**src/hdl/tga_rle_pkg.sv**
```systemverilog
// ----------------------------------------------------------------------------
// tga_rle_pkg
// Types, codes and constants shared by the TGA run-length decoder modules.
// ----------------------------------------------------------------------------
package tga_rle_pkg;

	localparam int unsigned HDR_LAST_INDEX = 17;
	localparam int unsigned SIG_LEN        = 12;
	localparam logic [7:0]  SIG_IMAGE_TYPE = 8'h0A;
	localparam logic [4:0]  SIG_TYPE_INDEX = 5'd2;
	localparam logic [7:0]  DEPTH_24       = 8'd24;
	localparam logic [7:0]  DEPTH_32       = 8'd32;

	localparam logic [1:0] KIND_PIXEL   = 2'd0;
	localparam logic [1:0] KIND_HDR_OK  = 2'd1;
	localparam logic [1:0] KIND_HDR_BAD = 2'd2;

	localparam logic [1:0] ERR_NONE      = 2'd0;
	localparam logic [1:0] ERR_SIGNATURE = 2'd1;
	localparam logic [1:0] ERR_ZERO_SIZE = 2'd2;
	localparam logic [1:0] ERR_DEPTH     = 2'd3;

	typedef enum logic [1:0] {
		PH_HEADER,
		PH_PACKET,
		PH_PIXEL,
		PH_DONE
	} phase_t;

	typedef struct packed {
		logic [7:0] data_byte;
		logic       start_of_file;
	} in_word_t;

	typedef struct packed {
		logic [1:0]  kind;
		logic [7:0]  red;
		logic [7:0]  green;
		logic [7:0]  blue;
		logic [7:0]  alpha;
		logic [7:0]  repeat_res;
		logic [15:0] image_width;
		logic [15:0] image_height;
		logic        alpha_present;
		logic [1:0]  error_code;
		logic        final_pixels;
		logic        clipped;
	} out_word_t;

	// Expected value of a signature byte of the header.
	function automatic logic [7:0] sig_byte(input logic [4:0] idx);
		sig_byte = (idx == SIG_TYPE_INDEX) ? SIG_IMAGE_TYPE : 8'h00;
	endfunction

endpackage

```
**src/hdl/tga_rle_core.sv**
```systemverilog
// ----------------------------------------------------------------------------
// tga_rle_core
// Header checker and packet parser. Consumes one file byte per accepted word
// and produces at most one result word in the same cycle.
// ----------------------------------------------------------------------------
module tga_rle_core (
	input  logic                   clk,
	input  logic                   arst_n,
	input  logic                   take,
	input  tga_rle_pkg::in_word_t  word,
	output logic                   res_push,
	output tga_rle_pkg::out_word_t res_word
);

	tga_rle_pkg::phase_t phase_q, phase_d, eff_phase;

	logic [4:0]  idx_q, idx_d, eff_idx;
	logic [15:0] width_q, width_d;
	logic [15:0] height_q, height_d;
	logic        alpha_q, alpha_d;
	logic [31:0] pixels_q, pixels_d;
	logic        is_run_q, is_run_d;
	logic [7:0]  packet_q, packet_d;
	logic [1:0]  bip_q, bip_d;
	logic        sigbad_q, sigbad_d, eff_sigbad;
	logic [7:0]  depth_q, depth_d;
	logic [7:0]  pix_q [3];
	logic        pix_we;

	logic [7:0]  b;
	logic        hdr_last;
	logic [1:0]  hdr_err;
	logic        pix_last;
	logic        run_clip;
	logic [7:0]  run_rep;
	logic [31:0] pixels_next;
	logic [7:0]  packet_next;
	logic [7:0]  packet_raw;
	logic        fin;
	logic        clip;

	assign b          = word.data_byte;
	assign eff_phase  = word.start_of_file ? tga_rle_pkg::PH_HEADER : phase_q;
	assign eff_idx    = word.start_of_file ? 5'd0 : idx_q;
	assign eff_sigbad = word.start_of_file ? 1'b0 : sigbad_q;

	assign hdr_last = (eff_idx >= 5'(tga_rle_pkg::HDR_LAST_INDEX));

	always_comb begin
		if (eff_sigbad) begin
			hdr_err = tga_rle_pkg::ERR_SIGNATURE;
		end else if (width_q == 16'd0 || height_q == 16'd0) begin
			hdr_err = tga_rle_pkg::ERR_ZERO_SIZE;
		end else if (depth_q != tga_rle_pkg::DEPTH_24 && depth_q != tga_rle_pkg::DEPTH_32) begin
			hdr_err = tga_rle_pkg::ERR_DEPTH;
		end else begin
			hdr_err = tga_rle_pkg::ERR_NONE;
		end
	end

	// The last byte of a pixel is red for 24-bit data and alpha for 32-bit data.
	assign pix_last = (bip_q == (alpha_q ? 2'd3 : 2'd2));

	// A run never goes past the pixels left in the image.
	assign run_clip = ({24'd0, packet_q} > pixels_q);
	assign run_rep  = run_clip ? pixels_q[7:0] : packet_q;

	assign packet_raw  = (packet_q != 8'd0) ? packet_q - 8'd1 : 8'd0;
	assign pixels_next = is_run_q ? pixels_q - {24'd0, run_rep}
	                              : ((pixels_q != 32'd0) ? pixels_q - 32'd1 : 32'd0);
	assign packet_next = is_run_q ? 8'd0 : packet_raw;
	assign fin         = (pixels_next == 32'd0);
	assign clip        = is_run_q ? run_clip : (fin && packet_raw != 8'd0);

	// Next phase.
	always_comb begin
		phase_d = phase_q;
		if (take) begin
			unique case (eff_phase)
				tga_rle_pkg::PH_HEADER: begin
					if (hdr_last) begin
						phase_d = (hdr_err != tga_rle_pkg::ERR_NONE) ? tga_rle_pkg::PH_DONE
						                                             : tga_rle_pkg::PH_PACKET;
					end else begin
						phase_d = tga_rle_pkg::PH_HEADER;
					end
				end
				tga_rle_pkg::PH_PACKET: begin
					phase_d = tga_rle_pkg::PH_PIXEL;
				end
				tga_rle_pkg::PH_PIXEL: begin
					if (pix_last) begin
						if (fin) begin
							phase_d = tga_rle_pkg::PH_DONE;
						end else if (packet_next == 8'd0) begin
							phase_d = tga_rle_pkg::PH_PACKET;
						end else begin
							phase_d = tga_rle_pkg::PH_PIXEL;
						end
					end else begin
						phase_d = tga_rle_pkg::PH_PIXEL;
					end
				end
				tga_rle_pkg::PH_DONE: begin
					phase_d = tga_rle_pkg::PH_DONE;
				end
				default: begin
					phase_d = tga_rle_pkg::PH_DONE;
				end
			endcase
		end
	end

	// Datapath and result word.
	always_comb begin
		idx_d    = idx_q;
		width_d  = width_q;
		height_d = height_q;
		alpha_d  = alpha_q;
		pixels_d = pixels_q;
		is_run_d = is_run_q;
		packet_d = packet_q;
		bip_d    = bip_q;
		sigbad_d = sigbad_q;
		depth_d  = depth_q;
		pix_we   = 1'b0;
		res_push = 1'b0;
		res_word = '0;
		res_word.image_width   = width_q;
		res_word.image_height  = height_q;
		res_word.alpha_present = alpha_q;
		if (take) begin
			idx_d    = eff_idx;
			sigbad_d = eff_sigbad;
			unique case (eff_phase)
				tga_rle_pkg::PH_HEADER: begin
					if (hdr_last) begin
						res_push            = 1'b1;
						res_word.kind       = (hdr_err != tga_rle_pkg::ERR_NONE)
						                      ? tga_rle_pkg::KIND_HDR_BAD
						                      : tga_rle_pkg::KIND_HDR_OK;
						res_word.error_code = hdr_err;
						pixels_d            = 32'(width_q) * 32'(height_q);
					end else begin
						idx_d = eff_idx + 5'd1;
						if (eff_idx < 5'(tga_rle_pkg::SIG_LEN)) begin
							if (b != tga_rle_pkg::sig_byte(eff_idx)) begin
								sigbad_d = 1'b1;
							end
						end else begin
							case (eff_idx)
								5'd12: width_d  = {width_q[15:8], b};
								5'd13: width_d  = {b, width_q[7:0]};
								5'd14: height_d = {height_q[15:8], b};
								5'd15: height_d = {b, height_q[7:0]};
								default: begin
									depth_d = b;
									alpha_d = (b == tga_rle_pkg::DEPTH_32);
								end
							endcase
						end
					end
				end
				tga_rle_pkg::PH_PACKET: begin
					is_run_d = b[7];
					packet_d = {1'b0, b[6:0]} + 8'd1;
					bip_d    = 2'd0;
				end
				tga_rle_pkg::PH_PIXEL: begin
					if (pix_last) begin
						res_push              = 1'b1;
						res_word.kind         = tga_rle_pkg::KIND_PIXEL;
						res_word.red          = alpha_q ? pix_q[2] : b;
						res_word.green        = pix_q[1];
						res_word.blue         = pix_q[0];
						res_word.alpha        = alpha_q ? b : 8'd0;
						res_word.repeat_res   = is_run_q ? run_rep : 8'd1;
						res_word.error_code   = tga_rle_pkg::ERR_NONE;
						res_word.final_pixels = fin;
						res_word.clipped      = clip;
						pixels_d              = pixels_next;
						packet_d              = packet_next;
						bip_d                 = 2'd0;
					end else begin
						pix_we = 1'b1;
						bip_d  = bip_q + 2'd1;
					end
				end
				tga_rle_pkg::PH_DONE: begin
				end
				default: begin
				end
			endcase
		end
	end

	always_ff @(posedge clk or negedge arst_n) begin
		if (!arst_n) begin
			phase_q  <= tga_rle_pkg::PH_HEADER;
			idx_q    <= 5'd0;
			width_q  <= 16'd0;
			height_q <= 16'd0;
			alpha_q  <= 1'b0;
			pixels_q <= 32'd0;
			is_run_q <= 1'b0;
			packet_q <= 8'd0;
			bip_q    <= 2'd0;
			sigbad_q <= 1'b0;
		end else begin
			phase_q  <= phase_d;
			idx_q    <= idx_d;
			width_q  <= width_d;
			height_q <= height_d;
			alpha_q  <= alpha_d;
			pixels_q <= pixels_d;
			is_run_q <= is_run_d;
			packet_q <= packet_d;
			bip_q    <= bip_d;
			sigbad_q <= sigbad_d;
		end
	end

	// Pixel bytes and depth are payload; every read follows a write.
	always_ff @(posedge clk) begin
		depth_q <= depth_d;
		if (pix_we && bip_q != 2'd3) begin
			pix_q[bip_q] <= b;
		end
	end

endmodule

```
**src/hdl/tga_rle_outq.sv**
```systemverilog
// ----------------------------------------------------------------------------
// tga_rle_outq
// Two-word result queue that decouples the parser from the result stall.
// ----------------------------------------------------------------------------
module tga_rle_outq (
	input  logic                   clk,
	input  logic                   arst_n,
	input  logic                   push,
	input  tga_rle_pkg::out_word_t push_word,
	output logic                   ready,
	output logic                   res_valid,
	input  logic                   res_stall,
	output tga_rle_pkg::out_word_t res_word
);

	logic [1:0]             count_q;
	tga_rle_pkg::out_word_t head_q;
	tga_rle_pkg::out_word_t tail_q;
	logic                   pop;

	assign ready     = (count_q != 2'd2);
	assign res_valid = (count_q != 2'd0);
	assign res_word  = head_q;
	assign pop       = res_valid && !res_stall;

	always_ff @(posedge clk or negedge arst_n) begin
		if (!arst_n) begin
			count_q <= 2'd0;
		end else begin
			case ({push, pop})
				2'b10:   count_q <= count_q + 2'd1;
				2'b01:   count_q <= count_q - 2'd1;
				default: count_q <= count_q;
			endcase
		end
	end

	always_ff @(posedge clk) begin
		case ({push, pop})
			2'b10: begin
				if (count_q == 2'd0) begin
					head_q <= push_word;
				end else begin
					tail_q <= push_word;
				end
			end
			2'b01: begin
				head_q <= tail_q;
			end
			2'b11: begin
				// Only reachable with one word held: the new word becomes the head.
				head_q <= push_word;
			end
			default: begin
			end
		endcase
	end

endmodule

```
**src/hdl/tga_rle_pixel_decoder.sv**
```systemverilog
// ----------------------------------------------------------------------------
// tga_rle_pixel_decoder
// Decoder for run-length compressed TGA files, type 10, 24 or 32 bits per pixel.
// ----------------------------------------------------------------------------
// The block takes one file byte per cycle and gives at most one result word per
// byte: a header word after the eighteenth header byte, and a pixel word for
// each run packet or raw pixel, with colors in RGBA order. Each byte is handled
// in the cycle it is accepted by the parser state registers, and its result
// lands in a two-word output queue, so bytes keep flowing while a result waits.
// The byte side stalls only when both queue entries are full.
// ----------------------------------------------------------------------------
module tga_rle_pixel_decoder (
	input  logic                   clk,
	input  logic                   arst_n,
	input  logic                   src_valid,
	output logic                   src_stall,
	input  tga_rle_pkg::in_word_t  src_word,
	output logic                   res_valid,
	input  logic                   res_stall,
	output tga_rle_pkg::out_word_t res_word
);

	logic                   take;
	logic                   q_ready;
	logic                   push;
	tga_rle_pkg::out_word_t push_word;

	assign src_stall = !q_ready;
	assign take      = src_valid && q_ready;

	tga_rle_core u_core (
		.clk      (clk),
		.arst_n   (arst_n),
		.take     (take),
		.word     (src_word),
		.res_push (push),
		.res_word (push_word)
	);

	tga_rle_outq u_outq (
		.clk       (clk),
		.arst_n    (arst_n),
		.push      (push),
		.push_word (push_word),
		.ready     (q_ready),
		.res_valid (res_valid),
		.res_stall (res_stall),
		.res_word  (res_word)
	);

endmodule
```
**config.mk**
```make
export PLATFORM = sky130hd
export DESIGN_NAME = tga_rle_pixel_decoder
export DESIGN_NICKNAME = d
export VERILOG_FILES = /design/src/hdl/tga_rle_pkg.sv /design/src/hdl/tga_rle_core.sv /design/src/hdl/tga_rle_outq.sv /design/src/hdl/tga_rle_pixel_decoder.sv
export SDC_FILE = /design/constraint.sdc
export NUM_CORES = 1
export LEC_CHECK = 0
export BUFFER_PORTS_ARGS = -buffer_cell sky130_fd_sc_hd__buf_2
export CORE_ASPECT_RATIO = 1.2
export CORE_MARGIN = 2
export CORE_UTILIZATION = 64
export DETAILED_ROUTE_END_ITERATION = 8
export GPL_TIMING_DRIVEN = 0
export PLACE_DENSITY = 0.81
export RECOVER_POWER = 50
export SYNTH_ARGS = -nofsm -noshare
export SYNTH_HDL_FRONTEND = slang
export SYNTH_SLANG_ARGS = --single-unit
```
**constraint.sdc**
```tcl
create_clock -name clk -period 13.3 [get_ports clk]
set_clock_uncertainty 0.05 [all_clocks]
set_input_delay 2.66 -clock clk [delete_from_list [all_inputs] [get_ports clk]]
set_output_delay 2.66 -clock clk [all_outputs]
set_load 0.05 [all_outputs]
```
==> out/qor.yml, run 1 <==
floorplan:
  io_pins: 94
  die_area_mm2: 0.03634
  fp.coreArea_mm2: 0.03417
  rows: 74
  die_w_um: 174.3
  start_util: 0.6523
  fp.dieH_um: 208.4
clock_network:
  clock-sinks: 276
  cts_buffer_depth: 3
  worst_skew_pair.late_latency_ps: 540
  h-tree-depth: 1
  cts_tree: "yes"
  post_cts_resized: 0
  post-cts-setup-buffer-count: 0
  clkTransAtPathRegs_ps: 60
  cts-root-buf: "clkbuf_16"
  cts_buffers: 26
  ctsHoldBuffers: 0
power:
  p_leak_uw: 0.01030
  peakVddDrop_v: 0.00009368
  power_density_mw_per_mm2: 138.1
sta:
  tns_ps: 0
  slew_violations: 89
  worstMarginPinSlew_ps: 3091
  setup_viol: 0
  rsz0062_at_grt: "no"
  clock.fmax_mhz: 122.4
  slew_headroom: -1.061
  fin_crit_ps: 8167
  hold_viol: 0
  fin_crit_sh: 0.6140
cells_and_area:
  final_nets: 2658
  multiInputGateArea_mm2: 0.01300
  final_cells: 2784
  drive_gt1_frac: 0.07002
  final_common_cell: "nand2_1"
  diodes: 0
  final_cell_mix: "nand2_1, inv_1, clkbuf_1, fa_1, edfxtp_1"
  fillCellCount: 2531
  area_delta_synth_final_pct: 8.141
  ff_latch_area_mm2: 0.007858
logic_synthesis:
  ys_types: 75
  synth_edf_count: 190
  yosysTopAreaCellShare: 0.2560
  synthCells: 2182
  synth_area_per_cell_um2: 10.21
  synth-seq-cells: 276
  synthFlopType: "edfxtp_1"
  yosys_warnings: 0
  ys_async_sr_fraction: 0.3116
  netlist_area_mm2: 0.02229
  synth_area_leaders: "edfxtp_1, fa_1, dfrtp_1"
  ys_seq_area_frac: 0.3526
  yosys.area.top_type: "edfxtp_1"
  syn-num-nets: 2531
placed_design:
  placed_cells: 2737
  dp_hpwl_mm: 45.31
  gp_congestion: 0.9786
  io_buffer_count: 93
setup_path:
  cp.arrival_ps: 8550
  crit_chain: "clkbuf_1 > clkbuf_1 > nand2_1 > fa_1 > inv_1 > fa_1 > fa_1 > inv_1 > fa_1 > inv_1 > fa_1 > fa_1 > ha_1 > a21o_1 > a21o_1 > a211o_1 > a2111oi_0 > o21ai_0 > a41oi_1 > o21ai_0 > xnor2_1 > o21ai_0 > nand2_1"
  endpoint_kind: "flop"
  critPathLaunchType: "flop"
  max_stage_delay_ps: 760
  critPathKind: "flop to flop"
  worstPathRequired_ps: 13680
  path_max_fanout: 10
  crit_slowest_cell: "a2111oi_0"
  path_common_cell: "fa_1"
route:
  wl_per_cell_um: 21.45
  wirelength_mm: 59.72
  dr.pass1.iters: 6
  drt-initial-drc-count: 1451
  drc: 0
  vias: 17450
  viasPerCell: 6.267
  ant_nets: 0
grt:
  grt_max_degree: 56
  grt.total_usage: 0.3312
  grt_pass1_wl_mm: 94.54
  antenna_found_initial: 0
  overflow: 0
  grt_pass1_vias: 17920
run_status:
  outcome: "finished with violations"
  violations: "capacitance limit, slew limit"
hold_path:
  hold_path.class: "flop to flop"
job:
  cap_violations: 2
==> sequential cells by signal, summed over array words and instances, names as in the netlist, 2 cells and up <==
register,cells
u_core.width_q,16
u_core.pix_q,24
u_core.bip_q,2
u_core.height_q,16
u_core.pixels_q,32
u_outq.count_q,2
u_core.packet_q,8
u_core.depth_q,8
u_core.phase_q,2
u_outq.tail_q,79
u_outq.res_word,79
u_core.idx_q,5
==> layer usage <==
layer	up-vias	wire length, µm	GRT usage
met5	-	0	0
met4	0	3204	0.1675
li1	7692	-	-
met2	841	30060	0.5753
met3	207	3790	0.03253
met1	8706	22670	0.4135
==> power breakdown <==
group	switching [µW]	internal, µW
Clock	318	374
Sequential	117	1070
Combinational	1030	417
==> per-stage QoR <==
stage	instance area (µm²)	util	hold WS, ps	setup WS (ps)	total power [µW]
after CTS	24250	0.7098	393.4	5281	3323
final	24100	0.7054	392.7	5133	3327
after floorplan	22290	-	373.1	2757	2235
after global placement	23320	0.6826	373.4	-28.15	2608
after detailed placement	23470	0.6870	377.9	5327	2633
after global routing	24100	0.7054	400.3	4724	3482
==> logic make-up after synthesis <==
kind of cell | count (synthesis) | share of synthesized area
AND/OR/NAND/NOR | 692 | 0.1535
buffers and inverters | 385 | 0.06524
adder cells (fa/ha/maj) | 336 | 0.2543
AO/OA/AOI/OAI | 324 | 0.09584
flip-flops | 276 | 0.3526
multiplexers | 116 | 0.05766
XOR/XNOR | 53 | 0.02083
==> synthesized netlist by cell type, drive strengths merged, types with 11 or more instances <==
| master | n |
|---|---|
| nand2 | 265 |
| inv | 253 |
| fa | 195 |
| edfxtp | 190 |
| ha | 141 |
| clkbuf | 116 |
| nor2 | 111 |
| and2 | 108 |
| mux2 | 99 |
| dfrtp | 86 |
| a21oi | 85 |
| o21ai | 72 |
| nor3 | 41 |
| nor4 | 36 |
| xnor2 | 32 |
| nand3 | 29 |
| o31ai | 23 |
| xor2 | 21 |
| a211oi | 19 |
| a31oi | 19 |
| mux2i | 17 |
| buf | 16 |
| nand4 | 15 |
| o211ai | 15 |
| or4 | 15 |
| a21o | 14 |
| and3 | 14 |
| or3 | 14 |
| nand2b | 11 |
==> cell type report <==
class | instances | area share
clock inverters | 11 | 0.002959
inverters | 253 | 0.03941
clock buffers | 36 | 0.02939
flip-flops and latches | 276 | 0.3260
multi-input cells | 1521 | 0.5394
well taps | 456 | 0.02367
plain buffers | 132 | 0.02092
repair buffers | 99 | 0.01822
==> worst paths after layout <==
| path | startpoint | end | slack (ps) | cells past startpoint |
|---|---|---|---|---|
| worst max register to register | u_core.width_q[14] | u_core.pixels_q[31] | 5130 | 23 |
| worst min register to register | u_core.height_q[9] | u_outq.tail_q[14] | 390 | 0 |
| worst min-delay path | u_core.height_q[9] | u_outq.tail_q[14] | 390 | 0 |
| min in group asynchronous | arst_n | u_core.width_q[7] | 2620 | 1 |
| worst max-delay path | u_core.width_q[14] | u_core.pixels_q[31] | 5130 | 23 |
| max in group asynchronous | arst_n | u_core.pixels_q[23] | 6840 | 2 |
==> critical path, delay by kind of cell, from the launching register on <==
kind | cells | cell delay [ps]
AO/OA/AOI/OAI | 8 | 2440
flip-flops | 1 | 350
buffers and inverters | 5 | 1320
AND/OR/NAND/NOR | 2 | 230
adder cells (fa/ha/maj) | 7 | 3480
XOR/XNOR | 1 | 170
No activity file was read; power rests on OpenSTA's default activity.
==> run 2: changes to the inputs <==
Settings changed: CORE_UTILIZATION 64 to 58, PLACE_DENSITY 0.81 to 0.78.
Clock period 13.3 ns to 6.58 ns, I/O delays scaled along.
==> out/qor.yml, run 2 (synthesis gave the netlist of run 1 again) <==
run_status:
  outcome: "finished, final reports clean"
floorplan:
  fp.dieH_um: 218.7
  die_area_mm2: 0.04001
  start_util: 0.5885
  rows: 78
  io_pins: 94
  die_w_um: 182.9
  fp.coreArea_mm2: 0.03787
setup_path:
  cp.arrival_ps: 6790
  reg2reg_to: "u_core.pixels_q[30]"
  path_max_fanout: 10
  r2r_cells: 21
  reg2reg_slack_ps: 150
  timing.rr.start: "u_core.height_q[7]"
  critPathKind: "flop to flop"
  endpoint_kind: "flop"
  critPathLaunchType: "flop"
  worstPathRequired_ps: 6930
  crit_path_start: "u_core.height_q[7]"
cells_and_area:
  final_nets: 2682
  drive_gt1_frac: 0.1747
  fillCellCount: 2865
  area_delta_synth_final_pct: 12.41
  final_common_cell: "nand2_1"
  final_core_util: 0.6615
  diodes: 0
  final_cell_mix: "nand2_1, inv_1, edfxtp_1, fa_1, ha_1"
clock_network:
  clkTransAtPathRegs_ps: 70
  cts_tree: "yes"
  cts-root-buf: "clkbuf_16"
  h-tree-depth: 1
  cts_buffer_depth: 3
  worst_skew_pair.late_latency_ps: 540
  cts_buffers: 25
  clock-sinks: 276
hold_path:
  min-delay-start: "u_core.height_q[0]"
  hold_path.class: "flop to flop"
  hold_path_end: "u_outq.tail_q[5]"
  min_path_cells: 0
route:
  wl_per_cell_um: 21.90
  drt-initial-drc-count: 1452
  vias: 17540
  drc: 0
  wirelength_mm: 62.03
  dr.pass1.iters: 7
  ant_nets: 0
  viasPerCell: 6.194
sta:
  setup_viol: 0
  worstMarginPinSlew_ps: 1449
  fin_crit_ps: 6430
  fin_crit_sh: 0.9773
  fin_ws_ps: 149.7
  hold_viol: 0
  slew_headroom: 0.03216
  slew_violations: 0
  clock.fmax_mhz: 155.5
power:
  peakVddDrop_v: 0.0002436
  p_leak_uw: 0.01096
  power_density_mw_per_mm2: 277.8
grt:
  grt.total_usage: 0.3096
  grt_pass1_wl_mm: 96.08
  grt_pass1_vias: 17810
  overflow: 0
  antenna_found_initial: 2
  grt_max_degree: 65
placed_design:
  place_ws_ps: -1286
  gp_congestion: 0.9452
  io_buffer_count: 93
  dp_hpwl_mm: 45.68
job:
  cap_violations: 0
## run 2: routing by layer
layer  routed length, µm  share of wire  track usage
met5                  13        0.00021            0
met4                3220          0.052       0.1627
met3                5424          0.087      0.06299
met2               30500           0.49       0.5247
met1               22880           0.37       0.3736
## run 2: area by class of cell
cell class	count	area, µm²	share of cell area
inverter	253	949.7	0.03791
timing repair buffer	154	983.4	0.03926
clock buffer	33	675.6	0.02697
sequential	276	7896	0.3152
clock inverter	13	173.9	0.006943
multi-input combinational	1521	13230	0.5281
buffer	102	541.8	0.02163
tap	480	600.6	0.02397
## run 2: through the flow
step	std cells	hold WS [ps]	instance area, µm²	TNS (ps)	power, µW
finish	2832	396.4	25050	0	6960
global route	2832	403.2	25050	-223.8	7268
CTS	2814	395.8	24710	0	6861
detailed placement	2761	378.3	23500	-15680	5333
global placement	2755	373.7	23360	-166520	5267
floorplan	2182	373.1	22290	0	4497
## run 2: repair_timing
action                     CTS  global route
setup buffers               34            20
setup endpoints to repair   22            18
hold buffers                 0             0
gates resized for setup     98            64
pin swaps                    6            18
gates cloned                 0             1
## run 2: worst max path at each step
stage                                endpoint  cells after the start
after detailed placement  u_core.pixels_q[31]                     23
after floorplan           u_core.pixels_q[31]                     23
after CTS                 u_core.pixels_q[30]                     23
after global routing      u_core.pixels_q[30]                     23
after global placement    u_core.pixels_q[31]                     23
final                     u_core.pixels_q[30]                     21
## run 2: critical path, stage by stage, from the launching register on
cell	delay, ps
dfrtp_2	390
clkbuf_1	440
nand2_1	150
fa_1	500
inv_1	50
fa_1	470
ha_1	350
fa_1	570
inv_1	70
fa_1	530
inv_1	50
fa_1	520
ha_4	310
and4_1	200
nor2b_1	160
a211o_1	150
o21ai_2	100
o211ai_1	430
a21oi_1	170
a21oi_2	230
mux2i_2	300
o211ai_1	120
## run 2: report_power, final
part / internal, µW / switching, µW / total (µW)
Clock: 884 / 635 / 1520
Sequential: 2170 / 237 / 2410
Combinational: 919 / 2120 / 3040
